**src/rtl/rcdt_pkg.sv**
```systemverilog
// Shared types and constants for the clock drift timestamper.
// No dependencies; every other file in rtl/ except rcdt_mul imports this package.
package rcdt_pkg;

  typedef struct packed {
    logic [31:0] packet_count_rel;
    logic [63:0] arrival_us;
  } in_item_t;

  typedef struct packed {
    logic [63:0] stamp_us;
    logic [31:0] lost_packets;
    logic [1:0]  clamp_kind;
    logic [1:0]  fit_status;
  } out_item_t;

  // Products run on the shared multiplier, in issue order.
  typedef enum logic [3:0] {
    OP_XX, OP_DEN, OP_NUMG, OP_TX, OP_DELTA, OP_R5, OP_B, OP_C, OP_ANC, OP_PRED
  } mul_op_t;

  typedef struct packed {
    logic    load;
    logic    mul_go;
    mul_op_t op;
    logic    mul_cap;
    logic    div_go;
    logic    div_cap;
    logic    reject;
    logic    stamp;
  } dp_cmd_t;

  typedef struct packed {
    logic mul_done;
    logic div_done;
    logic need_chk;
    logic fit_ok;
  } dp_stat_t;

  localparam logic [2:0] CFG_RATE     = 3'd0;
  localparam logic [2:0] CFG_PERIOD   = 3'd1;
  localparam logic [2:0] CFG_FORGET   = 3'd2;
  localparam logic [2:0] CFG_WARMUP   = 3'd3;
  localparam logic [2:0] CFG_REANCHOR = 3'd4;
  localparam logic [2:0] CFG_START    = 3'd5;
  localparam logic [2:0] CFG_MAX_LAG  = 3'd6;

  localparam logic [1:0] CLAMP_NONE = 2'd0;
  localparam logic [1:0] CLAMP_ARR  = 2'd1;
  localparam logic [1:0] CLAMP_LAG  = 2'd2;

  localparam logic [1:0] FIT_WARM   = 2'd0;
  localparam logic [1:0] FIT_ACC    = 2'd1;
  localparam logic [1:0] FIT_COMMIT = 2'd2;
  localparam logic [1:0] FIT_REJECT = 2'd3;

  localparam logic [19:0] RST_RATE     = 20'd1000;
  localparam logic [59:0] RST_PERIOD   = 60'd1099511627776000;
  localparam logic [31:0] RST_FORGET   = 32'd4294895718;
  localparam logic [31:0] RST_WARMUP   = 32'd10000;
  localparam logic [31:0] RST_REANCHOR = 32'd10000;
  localparam logic [63:0] RST_START    = 64'd0;
  localparam logic [31:0] RST_MAX_LAG  = 32'd5000;

  localparam logic [63:0]  ONE_Q62   = 64'h4000_0000_0000_0000;
  localparam logic [63:0]  SCALE_1E5 = 64'd100000;
  // 1e11 * 2^40: left side of the exact plausibility test
  localparam logic [127:0] PLAUS_A   = 128'd100000000000 << 40;
  localparam logic [127:0] RND_Q16   = 128'd1 << 23;
  localparam logic [127:0] RND_US    = 128'd1 << 39;
  localparam logic [7:0]   DIV_STEPS = 8'd190;

endpackage

```
**src/rtl/rcdt_ctrl.sv**
```systemverilog
// Sequencer: walks one packet through the products, the divide and the stamp.
// Depends on rcdt_pkg for the command and status structs.
module rcdt_ctrl (
  input  logic               clk,
  input  logic               rst,
  input  logic               in_valid,
  output logic               in_ready,
  output logic               out_valid,
  input  logic               out_ready,
  output rcdt_pkg::dp_cmd_t  cmd,
  input  rcdt_pkg::dp_stat_t stat
);
  import rcdt_pkg::*;

  typedef enum logic [2:0] {S_IDLE, S_MUL, S_DIV, S_CHK, S_STAMP} state_t;

  state_t  state;
  mul_op_t op;
  logic    mul_go, div_go;
  logic    mul_go_next, div_go_next;
  logic    out_free;

  assign in_ready = (state == S_IDLE);
  assign out_free = !out_valid || out_ready;

  always_comb begin
    cmd.load    = in_valid && (state == S_IDLE);
    cmd.mul_go  = mul_go;
    cmd.op      = op;
    cmd.mul_cap = (state == S_MUL) && stat.mul_done;
    cmd.div_go  = div_go;
    cmd.div_cap = (state == S_DIV) && stat.div_done;
    cmd.reject  = (state == S_CHK) && !stat.fit_ok;
    cmd.stamp   = (state == S_STAMP) && out_free;
  end

  // next product or divide to launch
  always_comb begin
    mul_go_next = 1'b0;
    div_go_next = 1'b0;
    unique case (state)
      S_IDLE: mul_go_next = in_valid;
      S_MUL: begin
        if (stat.mul_done) begin
          unique case (op) inside
            OP_XX, OP_DEN, OP_NUMG, OP_DELTA, OP_R5, OP_B, OP_ANC: mul_go_next = 1'b1;
            OP_TX:   div_go_next = 1'b1;
            default: ;
          endcase
        end
      end
      S_DIV:   mul_go_next = stat.div_done;
      S_CHK:   mul_go_next = 1'b1;
      default: ;
    endcase
  end

  always_ff @(posedge clk) begin
    if (rst) begin
      state     <= S_IDLE;
      op        <= OP_XX;
      mul_go    <= 1'b0;
      div_go    <= 1'b0;
      out_valid <= 1'b0;
    end else begin
      mul_go <= mul_go_next;
      div_go <= div_go_next;
      if ((state == S_STAMP) && out_free) out_valid <= 1'b1;
      else if (out_ready)                 out_valid <= 1'b0;
      unique case (state)
        S_IDLE: begin
          if (in_valid) begin
            state <= S_MUL;
            op    <= OP_XX;
          end
        end
        S_MUL: begin
          if (stat.mul_done) begin
            unique case (op)
              OP_XX:   op <= OP_DEN;
              OP_DEN:  op <= OP_NUMG;
              OP_NUMG: op <= OP_TX;
              OP_TX:   state <= S_DIV;
              OP_DELTA: begin
                if (stat.need_chk) begin
                  op <= OP_R5;
                end else begin
                  op <= OP_PRED;
                end
              end
              OP_R5:   op <= OP_B;
              OP_B:    op <= OP_C;
              OP_C:    state <= S_CHK;
              OP_ANC:  op <= OP_PRED;
              OP_PRED: state <= S_STAMP;
              default: state <= S_IDLE;
            endcase
          end
        end
        S_DIV: begin
          if (stat.div_done) begin
            state <= S_MUL;
            op    <= OP_DELTA;
          end
        end
        S_CHK: begin
          state <= S_MUL;
          op    <= stat.fit_ok ? OP_ANC : OP_PRED;
        end
        S_STAMP: begin
          if (out_free) state <= S_IDLE;
        end
        default: state <= S_IDLE;
      endcase
    end
  end

endmodule

```
**config.mk**
```make
export PLATFORM = sky130hd
export DESIGN_NAME = rcdt_ctrl
export DESIGN_NICKNAME = d
export VERILOG_FILES = /design/src/rtl/rcdt_pkg.sv /design/src/rtl/rcdt_ctrl.sv
export SDC_FILE = /design/constraint.sdc
export NUM_CORES = 1
export LEC_CHECK = 0
export BUFFER_PORTS_ARGS = -buffer_cell sky130_fd_sc_hd__clkbuf_2
export CAP_MARGIN = 20
export CELL_PAD_IN_SITES_DETAIL_PLACEMENT = 0
export CELL_PAD_IN_SITES_GLOBAL_PLACEMENT = 1
export CORE_MARGIN = 2
export CORE_UTILIZATION = 40
export CTS_BUF_LIST = sky130_fd_sc_hd__clkbuf_2
export DETAILED_ROUTE_END_ITERATION = 8
export PLACE_DENSITY_LB_ADDON = 0.1
export SYNTH_ARGS = -nofsm -noshare
export SYNTH_HDL_FRONTEND = slang
export SYNTH_SLANG_ARGS = --single-unit
```
**constraint.sdc**
```tcl
create_clock -name clk -period 2.45 [get_ports clk]
set_clock_uncertainty 0.2 [all_clocks]
set_input_delay 0.245 -clock clk [delete_from_list [all_inputs] [get_ports clk]]
set_output_delay 0.245 -clock clk [all_outputs]
set_load 0.005 [all_outputs]
```
=== After elaboration in Yosys (flattened, before gate mapping) ===
Index checks and enable logic that the tools add are counted.

* Equality and inequality tests: 19
* Muxes and demuxes: 19
* Bitwise logic cells: 2
* Reductions and logical operators: 16

{| class="wikitable"
|+ Operator list
! kind !! count
|-
| 4-bit one-hot mux with 7 select lines || 1
|-
| 4-bit by 3-bit == test with 1-bit output (second input constant) || 4
|-
| 4-bit two-way mux || 4
|-
| 4-bit one-hot mux with 4 select lines || 1
|-
| 3-bit one-hot mux with 5 select lines || 1
|-
| 3-bit two-way mux || 4
|-
| 3-bit one-hot mux with 4 select lines || 1
|-
| 2-bit != test (second input constant) || 5
|-
| 5-bit AND reduction || 2
|-
| 4-bit by 2-bit == test with 1-bit output (second input constant) || 2
|-
| 4-bit == test (second input constant) || 2
|-
| 8-bit by 1-bit != test with 1-bit output (second input constant) || 1
|-
| 7-bit OR reduction || 1
|-
| 3-bit by 2-bit == test with 1-bit output (second input constant) || 2
|-
| 1-bit two-way mux || 6
|-
| 1-bit logical AND || 5
|-
| 4-bit by 1-bit == test with 1-bit output (second input constant) || 1
|-
| 4-bit zero test || 1
|-
| 1-bit one-hot mux with 4 select lines || 1
|-
| 4-bit nonzero test || 1
|-
| 3-bit by 1-bit == test with 1-bit output (second input constant) || 1
|-
| 3-bit == test (second input constant) || 1
|-
| 3-bit zero test || 1
|-
| 3-bit OR reduction || 1
|-
| 4 further kinds || 6
|}

* Register bits after elaboration: 10
* Output and inout bits: 13
* Word-level logic and storage cells: 61

=== Depth between registers and ports, before layout ===
Gate-level depths: netlist of run 1.

* Depth after elaboration: 5
* Mapped depth: 5

=== Worst setup path before layout of run 1 ===
Ideal clock, no wire load.

* Kind: reg2reg
* From: reg state[0]
* To: reg op[1]
* Arrival time: 1276 ps
* Setup slack: 844 ps
* Stages on the path, launching flop included: 6
* Buffers on the path: 1
* Period minus slack after synthesis: 1606 ps
* Path through: dfxtp_1 buf_6 mux2i_1 a211o_2 o311ai_2 o41ai_1

* Word-level cells in the longest chain between the ends: 3
* Elaborated cells between the ends (all ways): 11
* Those cells by class: 7 x eq/ne; 1 x mux; 3 x reduce/logical

{| class="wikitable"
|+ Ends and longest elaborated chain
! what !! RTL line !! RTL
|-
| from (decl) || rcdt_ctrl.sv:17 || <nowiki>state_t state;</nowiki>
|-
| from (signal assigned) || rcdt_ctrl.sv:60 || <nowiki>state <= S_IDLE;</nowiki>
|-
| from (signal assigned) || rcdt_ctrl.sv:73 || <nowiki>state <= S_MUL;</nowiki>
|-
| from (signal assigned) || rcdt_ctrl.sv:83 || <nowiki>OP_TX: state <= S_DIV;</nowiki>
|-
| 3-bit by 1-bit == test with 1-bit output, or another cell as far along || rcdt_ctrl.sv:70 || <nowiki>unique case (state)</nowiki>
|-
| 8-bit by 1-bit != test with 1-bit output (no line), or another cell as far along || -- ||
|-
| 5-bit AND reduction (no line) || -- ||
|-
| to (signal assigned) || rcdt_ctrl.sv:108 || <nowiki>op <= stat.fit_ok ? OP_ANC : OP_PRED;</nowiki>
|-
| to (decl) || rcdt_ctrl.sv:18 || <nowiki>mul_op_t op;</nowiki>
|}

Parallel ways exist; a longest one is shown, timed or not.
A chain may end at the register's enable or synchronous reset.

==> impl_metrics.yaml, run 1 <==
status:
  status: "finished, final reports clean"
min_path:
  worstHoldPathCells: 2
  holdPathEnd: "div_go"
  min_from: "stat[3]"
  worstHoldPathType: "in2reg"
logic_synthesis:
  synth_top_area_share_pct: 29.7
  seq_area_frac_synth_pct: 29.7
  ys.flop_type: "dfxtp_1"
  synth_cell_type_count: 35
  yosysMostFrequentCell: "dfxtp_1"
  synth_edf_count: 0
  yosys.area_share.simple_pct: 29.9
  synth_area_sq_um: 673
  ys_ff_latch: 10
  synth_fa_ha_area_share_pct: 0
  ys.warnings.count: 0
  yosys.area.top_type: "dfxtp_1"
  synthesis.nets: 92
  async_flop_share_pct: 0
  synthTopCellsByArea: "dfxtp_1 (30%), a21oi_1 (4.5%), nor3_1 (4.5%)"
  synthTopCellsByCount: "dfxtp_1 (10), nor2_1 (8), a21oi_1 (6), nor3_1 (6)"
  synthCells: 84
  synth_mux_area_share_pct: 1.49
  synth-xor-area-share_pct: 0
  synth_compound_area_share_pct: 26.8
  synth_top_family_by_area: "simple AND/OR/NAND/NOR gates"
  syn_avg_cell_area_sq_um: 8.01
timing:
  layout_setup_ws_ns: 0.424
  relSlewSlack_pct: 65.4
  whs_ns: 0.0484
  min_period_over_period_pct: 82.7
  worst_pin_slew_ns: 0.518
  hold_viol: 0
  final_max_slew_viol_count: 0
  rsz0062_at_grt: "false"
  period_minus_slack_ns: 2.03
  tns_ns: 0
  setup_viol: 0
  max_freq_mhz: 494
critical_path:
  crit_path_start: "state[2]"
  worstPathMaxFanout: 8
  worst_ep_arrival_time_ns: 1.58
  crit_path_end_kind: "output port"
  path_class: "reg2out"
  reg2reg_depth: 4
  start_kind: "register"
  rr_endpoint: "op[1]"
  required_ns: 2.01
  rrSetupSlack_ns: 0.62
  rr_startpoint: "state[1]"
power:
  peakVddDrop_mv: 0.195
  leakage_nw: 0.307
  switching_share_pct: 31.8
  p_clk_share_pct: 30.1
  p_seq_share_pct: 52.1
  switchingPower_mw: 0.107
  power_frac_comb_pct: 17.8
  fin_total_pwr_mw: 0.336
  power.density_mw_per_mm2: 445
  intPower_mw: 0.229
clock_tree:
  cts_root_buf: "clkbuf_2"
  cts_tree: "built"
  clkLatencyLatePin_ns: 0.27
  cts.htree.levels: 1
  postCtsSetupRepairBufs: 0
  cts_sinks: 10
  clk_pin_slew_ns: 0.12
  cts_buffer_depth: 2
  cts_made_buffers: 3
cells_and_area:
  nets: 110
  fill_cells: 154
  drive_gt1_share_pct: 27.7
  n_antenna_cell: 0
  area_growth_pct: 12.3
  utilization_pct: 49.0
  fin_cells: 117
  design_area_sq_um: 756
  seq_area_sq_um: 200
  multi_input_area_sq_um: 392
place:
  dp.cells: 112
  pre_cts_ws_ns: 0.636
  hpwl_um: 1180
  place_congestion: 0.789
  dpl_cell_area_sq_um: 727
  io_buffers: 20
global_routing:
  first_global_vias: 546
  grt_pass1_wl_um: 2480
  antenna_found_initial: 0
  grt_max_degree: 15
  grt.total_usage_pct: 17.1
  grt.overflow.total: 0
floorplan:
  io_pins: 21
  fp.coreArea_sq_mm: 0.00154
  start_util_pct: 43.7
  placementRows: 14
  die_y_um: 45.0
  dieArea_sq_mm: 0.00203
  die-width_um: 45.0
drt:
  vias: 691
  drtIter0Drc: 28
  drc: 0
  routed_wl_um: 1620
  drtPass1Iterations: 4
  detail_route.wl_per_cell_um: 13.8
  postRouteAntennaNets: 0
  via_per_inst: 5.91
run:
  max_cap_viol_count: 0
power groups by stage:
stage / registers, mW / clock network (mW) / logic, mW
final: 0.175 / 0.101 / 0.0598
after global routing: 0.176 / 0.107 / 0.0656
after CTS: 0.175 / 0.101 / 0.0585
after detailed placement: 0.179 / 0 / 0.0569
after global placement: 0.178 / 0 / 0.0584
after floorplan: 0.173 / 0 / 0.0495
how the worst max path moves through the flow:
stage | to | slack, ns
after CTS | cmd[0] | 0.43
after floorplan | op[1] | 0.84
final | cmd[0] | 0.42
after global placement | op[1] | 0.65
after detailed placement | op[1] | 0.64
after global routing | cmd[0] | 0.35
metal layers:
metal  track usage (%)  vias to the layer above  wire length [um]
li1                  -                      346                 -
met1              22.7                      308               766
met3              4.00                        5               131
met2              25.7                       32               684
met5                 0                        -                 0
met4              8.82                        0                37
sequential cells by signal, summed over array words and instances (netlist names):
| signal | cells |
|---|---|
| div_go | 1 |
| mul_go | 1 |
| op | 4 |
| out_valid | 1 |
| state | 3 |
cell families after synthesis:
family / count (synthesis)
AO/OA/AOI/OAI: 24
flip-flops: 10
AND/OR/NAND/NOR: 37
buffers and inverters: 12
multiplexers: 1
repair_timing:
item                                    in CTS  in global routing
resized for setup                            0                  0
hold buffers                                 1                  0
endpoints found under the setup margin       0                  0
endpoints found under the hold margin        1                  0
cell type report:
cell class                 count  area share (%)
multi-input combinational     62            51.8
inverter                       4            1.99
clock buffer                   3            1.99
tap                           16            2.65
clock inverter                 1           0.497
sequential                    10            26.5
timing repair buffer          21            14.6
layout by cell type, fill, tap and decap left out, types with 2 or more instances in the layout:
cell type,n
clkbuf_2,23
nor3b_1,4
and3_1,2
nor3_1,6
nor2b_1,4
nand2_1,4
nand2b_1,2
inv_1,4
nor4_1,2
dfxtp_1,10
a211oi_1,2
a21oi_1,6
nor2_1,8
o21ai_0,4
worst max-delay path: stages (launching register included):
cell,delay [ns]
dfxtp_1,0.51
inv_1,0.09
or3_2,0.49
nor2b_1,0.12
clkbuf_2,0.11
Note: power is estimated with default switching activity, not from simulation.
==> run 2, diff against run 1 <==
--- a/config.mk
+++ b/config.mk
@@ -10,7 +10,7 @@
 export CELL_PAD_IN_SITES_DETAIL_PLACEMENT = 0
 export CELL_PAD_IN_SITES_GLOBAL_PLACEMENT = 1
 export CORE_MARGIN = 2
-export CORE_UTILIZATION = 40
+export CORE_UTILIZATION = 33
 export CTS_BUF_LIST = sky130_fd_sc_hd__clkbuf_2
 export DETAILED_ROUTE_END_ITERATION = 8
 export PLACE_DENSITY_LB_ADDON = 0.1
==> constraint.sdc (replaced) <==
create_clock -name clk -period 1.75 [get_ports clk]
set_clock_uncertainty 0.2 [all_clocks]
set_input_delay 0.175 -clock clk [delete_from_list [all_inputs] [get_ports clk]]
set_output_delay 0.175 -clock clk [all_outputs]
set_load 0.005 [all_outputs]
==> impl_metrics.yaml, run 2 (synthesis gave the netlist of run 1 again) <==
status:
  status: "finished, final reports clean"
critical_path:
  path_class: "reg2reg"
  worst_ep_arrival_time_ns: 1.65
  crit_top_cell: "buf_4"
  critPathCapture: "op[1]"
  reg2reg_depth: 6
  crit_path_end_kind: "register"
  crit_path_start: "state[0]"
  cpLargestDelayFamily: "compound AO/OA/AOI/OAI gates"
  rr_endpoint: "op[1]"
  rr_startpoint: "state[0]"
  rrSetupSlack_ns: 0.02
  slowest_stage: "dfxtp_4"
  required_ns: 1.67
  worstPathMaxFanout: 5
  slowest_delay_ns: 0.36
  crit_chain: "buf_4, and2b_2, nor3b_1, buf_4, o311ai_4, o41ai_1"
  cp_num_cells: 6
  path_buf_inv: 2
  start_kind: "register"
clock_tree:
  clk_pin_slew_ns: 0.10
  cts_root_buf: "clkbuf_2"
  cts_made_buffers: 3
  cts.htree.levels: 1
  clkLatencyLatePin_ns: 0.24
  cts_sinks: 10
  cts_tree: "built"
  cts_buffer_depth: 2
power:
  switchingPower_mw: 0.138
  switching_share_pct: 29.1
  power.density_mw_per_mm2: 519
  power_frac_comb_pct: 25.1
  fin_total_pwr_mw: 0.472
  leakage_nw: 0.380
  intPower_mw: 0.335
  p_clk_share_pct: 24.9
  p_seq_share_pct: 50.0
  peakVddDrop_mv: 0.233
global_routing:
  grt.total_usage_pct: 16.2
  grt_pass1_wl_um: 3020
  antenna_found_initial: 0
  first_global_vias: 685
  grt.overflow.total: 0
  grt_max_degree: 11
place:
  place_congestion: 0.861
  io_buffers: 20
  dp.cells: 133
  hpwl_um: 1350
drt:
  routed_wl_um: 1820
  postRouteAntennaNets: 0
  drc: 0
  detail_route.wl_per_cell_um: 13.0
  drtIter0Drc: 10
  drtPass1Iterations: 4
  via_per_inst: 5.18
  vias: 725
cells_and_area:
  top_register: "op"
  final_common_cell: "clkbuf_2"
  fin_cells: 140
  mostFrequentLayoutCells: "clkbuf_2 (23), buf_4 (11), nor2_1 (8)"
  fill_cells: 203
  largest_reg_flops: 4
  area_growth_pct: 35.1
  utilization_pct: 46.8
  nets: 123
  n_antenna_cell: 0
  reg.largest.list: "op x4, state x3"
  drive_gt1_share_pct: 40.7
floorplan:
  die_y_um: 49.2
  dieArea_sq_mm: 0.00242
  fp.coreArea_sq_mm: 0.00194
  placementRows: 16
  start_util_pct: 34.7
  die-width_um: 49.2
  io_pins: 21
timing:
  final_max_slew_viol_count: 0
  rsz0062_at_grt: "true"
  relSlewSlack_pct: 60.6
  whs_ns: 0.0347
  hold_viol: 0
  min_period_over_period_pct: 98.7
  max_freq_mhz: 579
  period_minus_slack_ns: 1.73
  worst_pin_slew_ns: 0.586
  setup_viol: 0
min_path:
  worstHoldPathType: "in2reg"
  worstHoldPathCells: 3
run:
  max_cap_viol_count: 0
## run 2: worst reg2reg max path: cells and delay by family, from the launching register on
kind	cells	cell delay, ns
and+or+nand+nor	2	0.35
AOI/OAI and AO/OA	2	0.38
buffers and inverters	2	0.32
DFF	1	0.36
## run 2: layer usage
layer	up-vias	share of wire, %	global-route usage [%]
met5	-	0	0
met4	0	1.9	9.05
met1	333	49	21.4
met3	4	4.7	3.07
met2	23	45	24.3
li1	365	-	-
## run 2: how the worst min path moves through the flow
stage	from	endpoint	slack [ns]
3_5_place_dp	stat[2]	state[1]	0.22
4_1_cts	rst	out_valid	0.004
2_1_floorplan	stat[2]	state[1]	0.09
6_report	out_ready	out_valid	0.03
5_1_grt	rst	out_valid	0.03
3_3_place_gp	stat[2]	state[1]	0.21
## run 2: cell type report
cell class / instances / area [sq um] / share of cell area, %
multi-input combinational: 62 / 423 / 46.5
timing repair buffer: 34 / 214 / 23.5
sequential: 10 / 209 / 23.0
tap: 27 / 33.8 / 3.71
clock buffer: 3 / 15.0 / 1.65
inverter: 4 / 15.0 / 1.65
## run 2: metrics by stage
step / area, sq um / setup WS [ns] / TNS (ns)
floorplan: 673 / 0.144 / 0
global placement: 816 / 0.0962 / 0
detailed placement: 816 / 0.0417 / 0
CTS: 877 / 0.0102 / 0
global route: 910 / -0.0182 / -0.0311
finish: 910 / 0.0225 / 0
## run 2: power groups by stage
stage | logic (mW) | registers, mW | clock network [mW]
after floorplan | 0.0693 | 0.242 | 0
after global placement | 0.0990 | 0.245 | 0
after detailed placement | 0.0971 | 0.246 | 0
after CTS | 0.110 | 0.236 | 0.127
after global routing | 0.131 | 0.237 | 0.137
final | 0.118 | 0.236 | 0.118
## run 2: what timing repair did
item | in CTS | in global routing
resized for setup | 5 | 6
gates cloned | 0 | 0
buffers inserted | 2 | 0
setup endpoints to repair | 2 | 9
endpoints found under the hold margin | 2 | 0
hold buffers | 2 | 0
pin swaps | 0 | 3
==> run 3, diff against run 2 <==
--- a/config.mk
+++ b/config.mk
@@ -5,12 +5,13 @@
 export SDC_FILE = /design/constraint.sdc
 export NUM_CORES = 1
 export LEC_CHECK = 0
+export ABC_AREA = 1
 export BUFFER_PORTS_ARGS = -buffer_cell sky130_fd_sc_hd__clkbuf_2
 export CAP_MARGIN = 20
 export CELL_PAD_IN_SITES_DETAIL_PLACEMENT = 0
 export CELL_PAD_IN_SITES_GLOBAL_PLACEMENT = 1
 export CORE_MARGIN = 2
-export CORE_UTILIZATION = 33
+export CORE_UTILIZATION = 31
 export CTS_BUF_LIST = sky130_fd_sc_hd__clkbuf_2
 export DETAILED_ROUTE_END_ITERATION = 8
 export PLACE_DENSITY_LB_ADDON = 0.1
==> impl_metrics.yaml, run 3 <==
status:
  status: "finished, final reports clean"
drt:
  drtIter0Drc: 19
  postRouteAntennaNets: 0
  drc: 0
  via_per_inst: 4.78
  detail_route.wl_per_cell_um: 10.3
  routed_wl_um: 1660
  drtPass1Iterations: 4
  vias: 769
timing:
  tns_ns: 0
  min_period_over_period_pct: 91.9
  max_freq_mhz: 622
  rsz0062_at_grt: "false"
  worst_pin_slew_ns: 0.324
  hold_viol: 0
  period_minus_slack_ns: 1.61
  layout_setup_ws_ns: 0.141
  whs_ns: 0.0499
  final_max_slew_viol_count: 0
  relSlewSlack_pct: 78.3
  setup_viol: 0
power:
  power_frac_comb_pct: 63.0
  leakage_nw: 0.447
  p_clk_share_pct: 8.9
  fin_total_pwr_mw: 1.55
  p_seq_share_pct: 28.1
  peakVddDrop_mv: 0.709
  switchingPower_mw: 0.806
  power.density_mw_per_mm2: 1830
  switching_share_pct: 52.1
  intPower_mw: 0.741
clock_tree:
  cts.htree.levels: 1
  cts_made_buffers: 3
  postCtsSetupRepairBufs: 0
  cts_buffer_depth: 2
  cts_tree: "built"
  clkLatencyLatePin_ns: 0.26
  cts_root_buf: "clkbuf_2"
  clk_pin_slew_ns: 0.11
  cts_sinks: 10
logic_synthesis:
  synthesis.nets: 118
  synth_compound_area_share_pct: 8.41
  synth-xor-area-share_pct: 0
  synth_area_sq_um: 669
  syn_avg_cell_area_sq_um: 6.09
  async_flop_share_pct: 0
  ys.flop_type: "dfxtp_1"
  synthCells: 110
  synth_cell_type_count: 21
  seq_area_frac_synth_pct: 29.9
  yosysMostFrequentCell: "nand2_1"
  synth_fa_ha_area_share_pct: 0
  yosys.area.top_type: "dfxtp_1"
  synth_top_family_by_area: "simple AND/OR/NAND/NOR gates"
  synthTopCellsByArea: "dfxtp_1 (30%), nand2_1 (14%), nor2_1 (11%)"
  synth_edf_count: 0
  yosys.area_share.simple_pct: 50.5
  ys_ff_latch: 10
  synth_mux_area_share_pct: 0
  ys.warnings.count: 0
  synth_top_area_share_pct: 29.9
  synthTopCellsByCount: "nand2_1 (25), nor2_1 (20), nand3_1 (13), inv_1 (12), dfxtp_1 (10)"
place:
  pre_cts_ws_ns: 0.210
  dp.cells: 156
  io_buffers: 20
  hpwl_um: 1320
  place_congestion: 0.778
global_routing:
  antenna_found_initial: 0
  grt_pass1_wl_um: 2820
  grt.overflow.total: 0
  grt.total_usage_pct: 14.6
  met2_usage_pct: 22.1
  grt_busiest_layer: "met2"
  grt_use_met3_pct: 4.46
  grt_max_degree: 9
  grt_use_met1_pct: 18.9
  first_global_vias: 681
floorplan:
  die-width_um: 50.5
  fp.coreArea_sq_mm: 0.00200
  dieArea_sq_mm: 0.00255
  placementRows: 16
  io_pins: 21
  die_y_um: 50.5
  start_util_pct: 33.4
cells_and_area:
  drive_gt1_share_pct: 29.9
  area_growth_pct: 26.2
  multi_input_area_sq_um: 409
  largest_reg_flops: 4
  top_register: "op"
  seq_area_sq_um: 205
  final_common_cell: "nand2_1"
  reg.largest.list: "op x4, state x3"
  fin_cells: 161
  fill_cells: 243
  mostFrequentLayoutCells: "nand2_1 (25), clkbuf_2 (23), nor2_1 (20)"
  nets: 143
  n_antenna_cell: 0
critical_path:
  path_class: "reg2out"
  start_kind: "register"
  worst_ep_arrival_time_ns: 1.23
  crit_path_end_kind: "output port"
  worstPathMaxFanout: 7
  required_ns: 1.37
min_path:
  worstHoldPathType: "in2reg"
run:
  max_cap_viol_count: 0
-- run 3: cell types whose count changed after synthesis, sizes merged, moves of 5 or more --
cell | before | now
nand3 | 1 | 13
buf | 7 | 2
inv | 4 | 16
nand2 | 4 | 27
nor2 | 8 | 25
-- run 3: timing repair --
item | 4_1_cts | 5_1_grt
gates resized for setup | 1 | 4
hold buffers | 1 | 0
endpoints found under the setup margin | 1 | 3
hold endpoints to repair | 2 | 0
-- run 3: metrics by stage --
stage / cell area, sq um / utilization [%]
global placement: 796 / 39.8
global route: 845 / 42.2
floorplan: 669 / -
finish: 845 / 42.2
CTS: 831 / 41.5
detailed placement: 796 / 39.8
-- run 3: per-layer routing --
layer,share of wire (%),vias up,routed length (um)
met2,43,22,715
met4,1.9,0,31
met1,49,345,808
li1,-,397,-
met5,0,-,0
met3,6.0,5,100
-- run 3: final cells by class --
class / instances / share of cell area, %
clock inverters: 1 / 0.444
multi-input cells: 82 / 48.4
repair buffers: 22 / 13.9
clock buffers: 3 / 1.78
well taps: 27 / 4.00
flip-flops and latches: 10 / 24.3
inverters: 16 / 7.11
-- run 3: cell families (layout without fill, tap and decap cells) --
logic type	after synthesis	count (layout)
DFF	10	10
AOI/OAI and AO/OA	10	10
and+or+nand+nor	72	72
buffers and inverters	18	42
-- run 3: worst paths after layout --
path / slack, ns / to / from / cells after the start
hold / removal: 0.05 / div_go / stat[3] / 3
hold reg to reg: 0.40 / state[1] / state[1] / 2
setup / recovery: 0.14 / cmd[0] / state[2] / 3
setup reg to reg: 0.18 / state[1] / op[3] / 8
-- run 3: power by group through the flow --
stage / sequential (mW) / combinational [mW] / clock [mW]
detailed placement: 0.420 / 0.957 / 0
global route: 0.451 / 1.11 / 0.149
floorplan: 0.414 / 0.700 / 0
CTS: 0.418 / 0.971 / 0.141
finish: 0.435 / 0.975 / 0.137
global placement: 0.420 / 0.968 / 0
-- run 3: critical path, cell delays in order (launching register included) --
cell and delay, ns:
dfxtp_1 0.43, inv_2 0.12, nor4_4 0.25, clkbuf_2 0.16
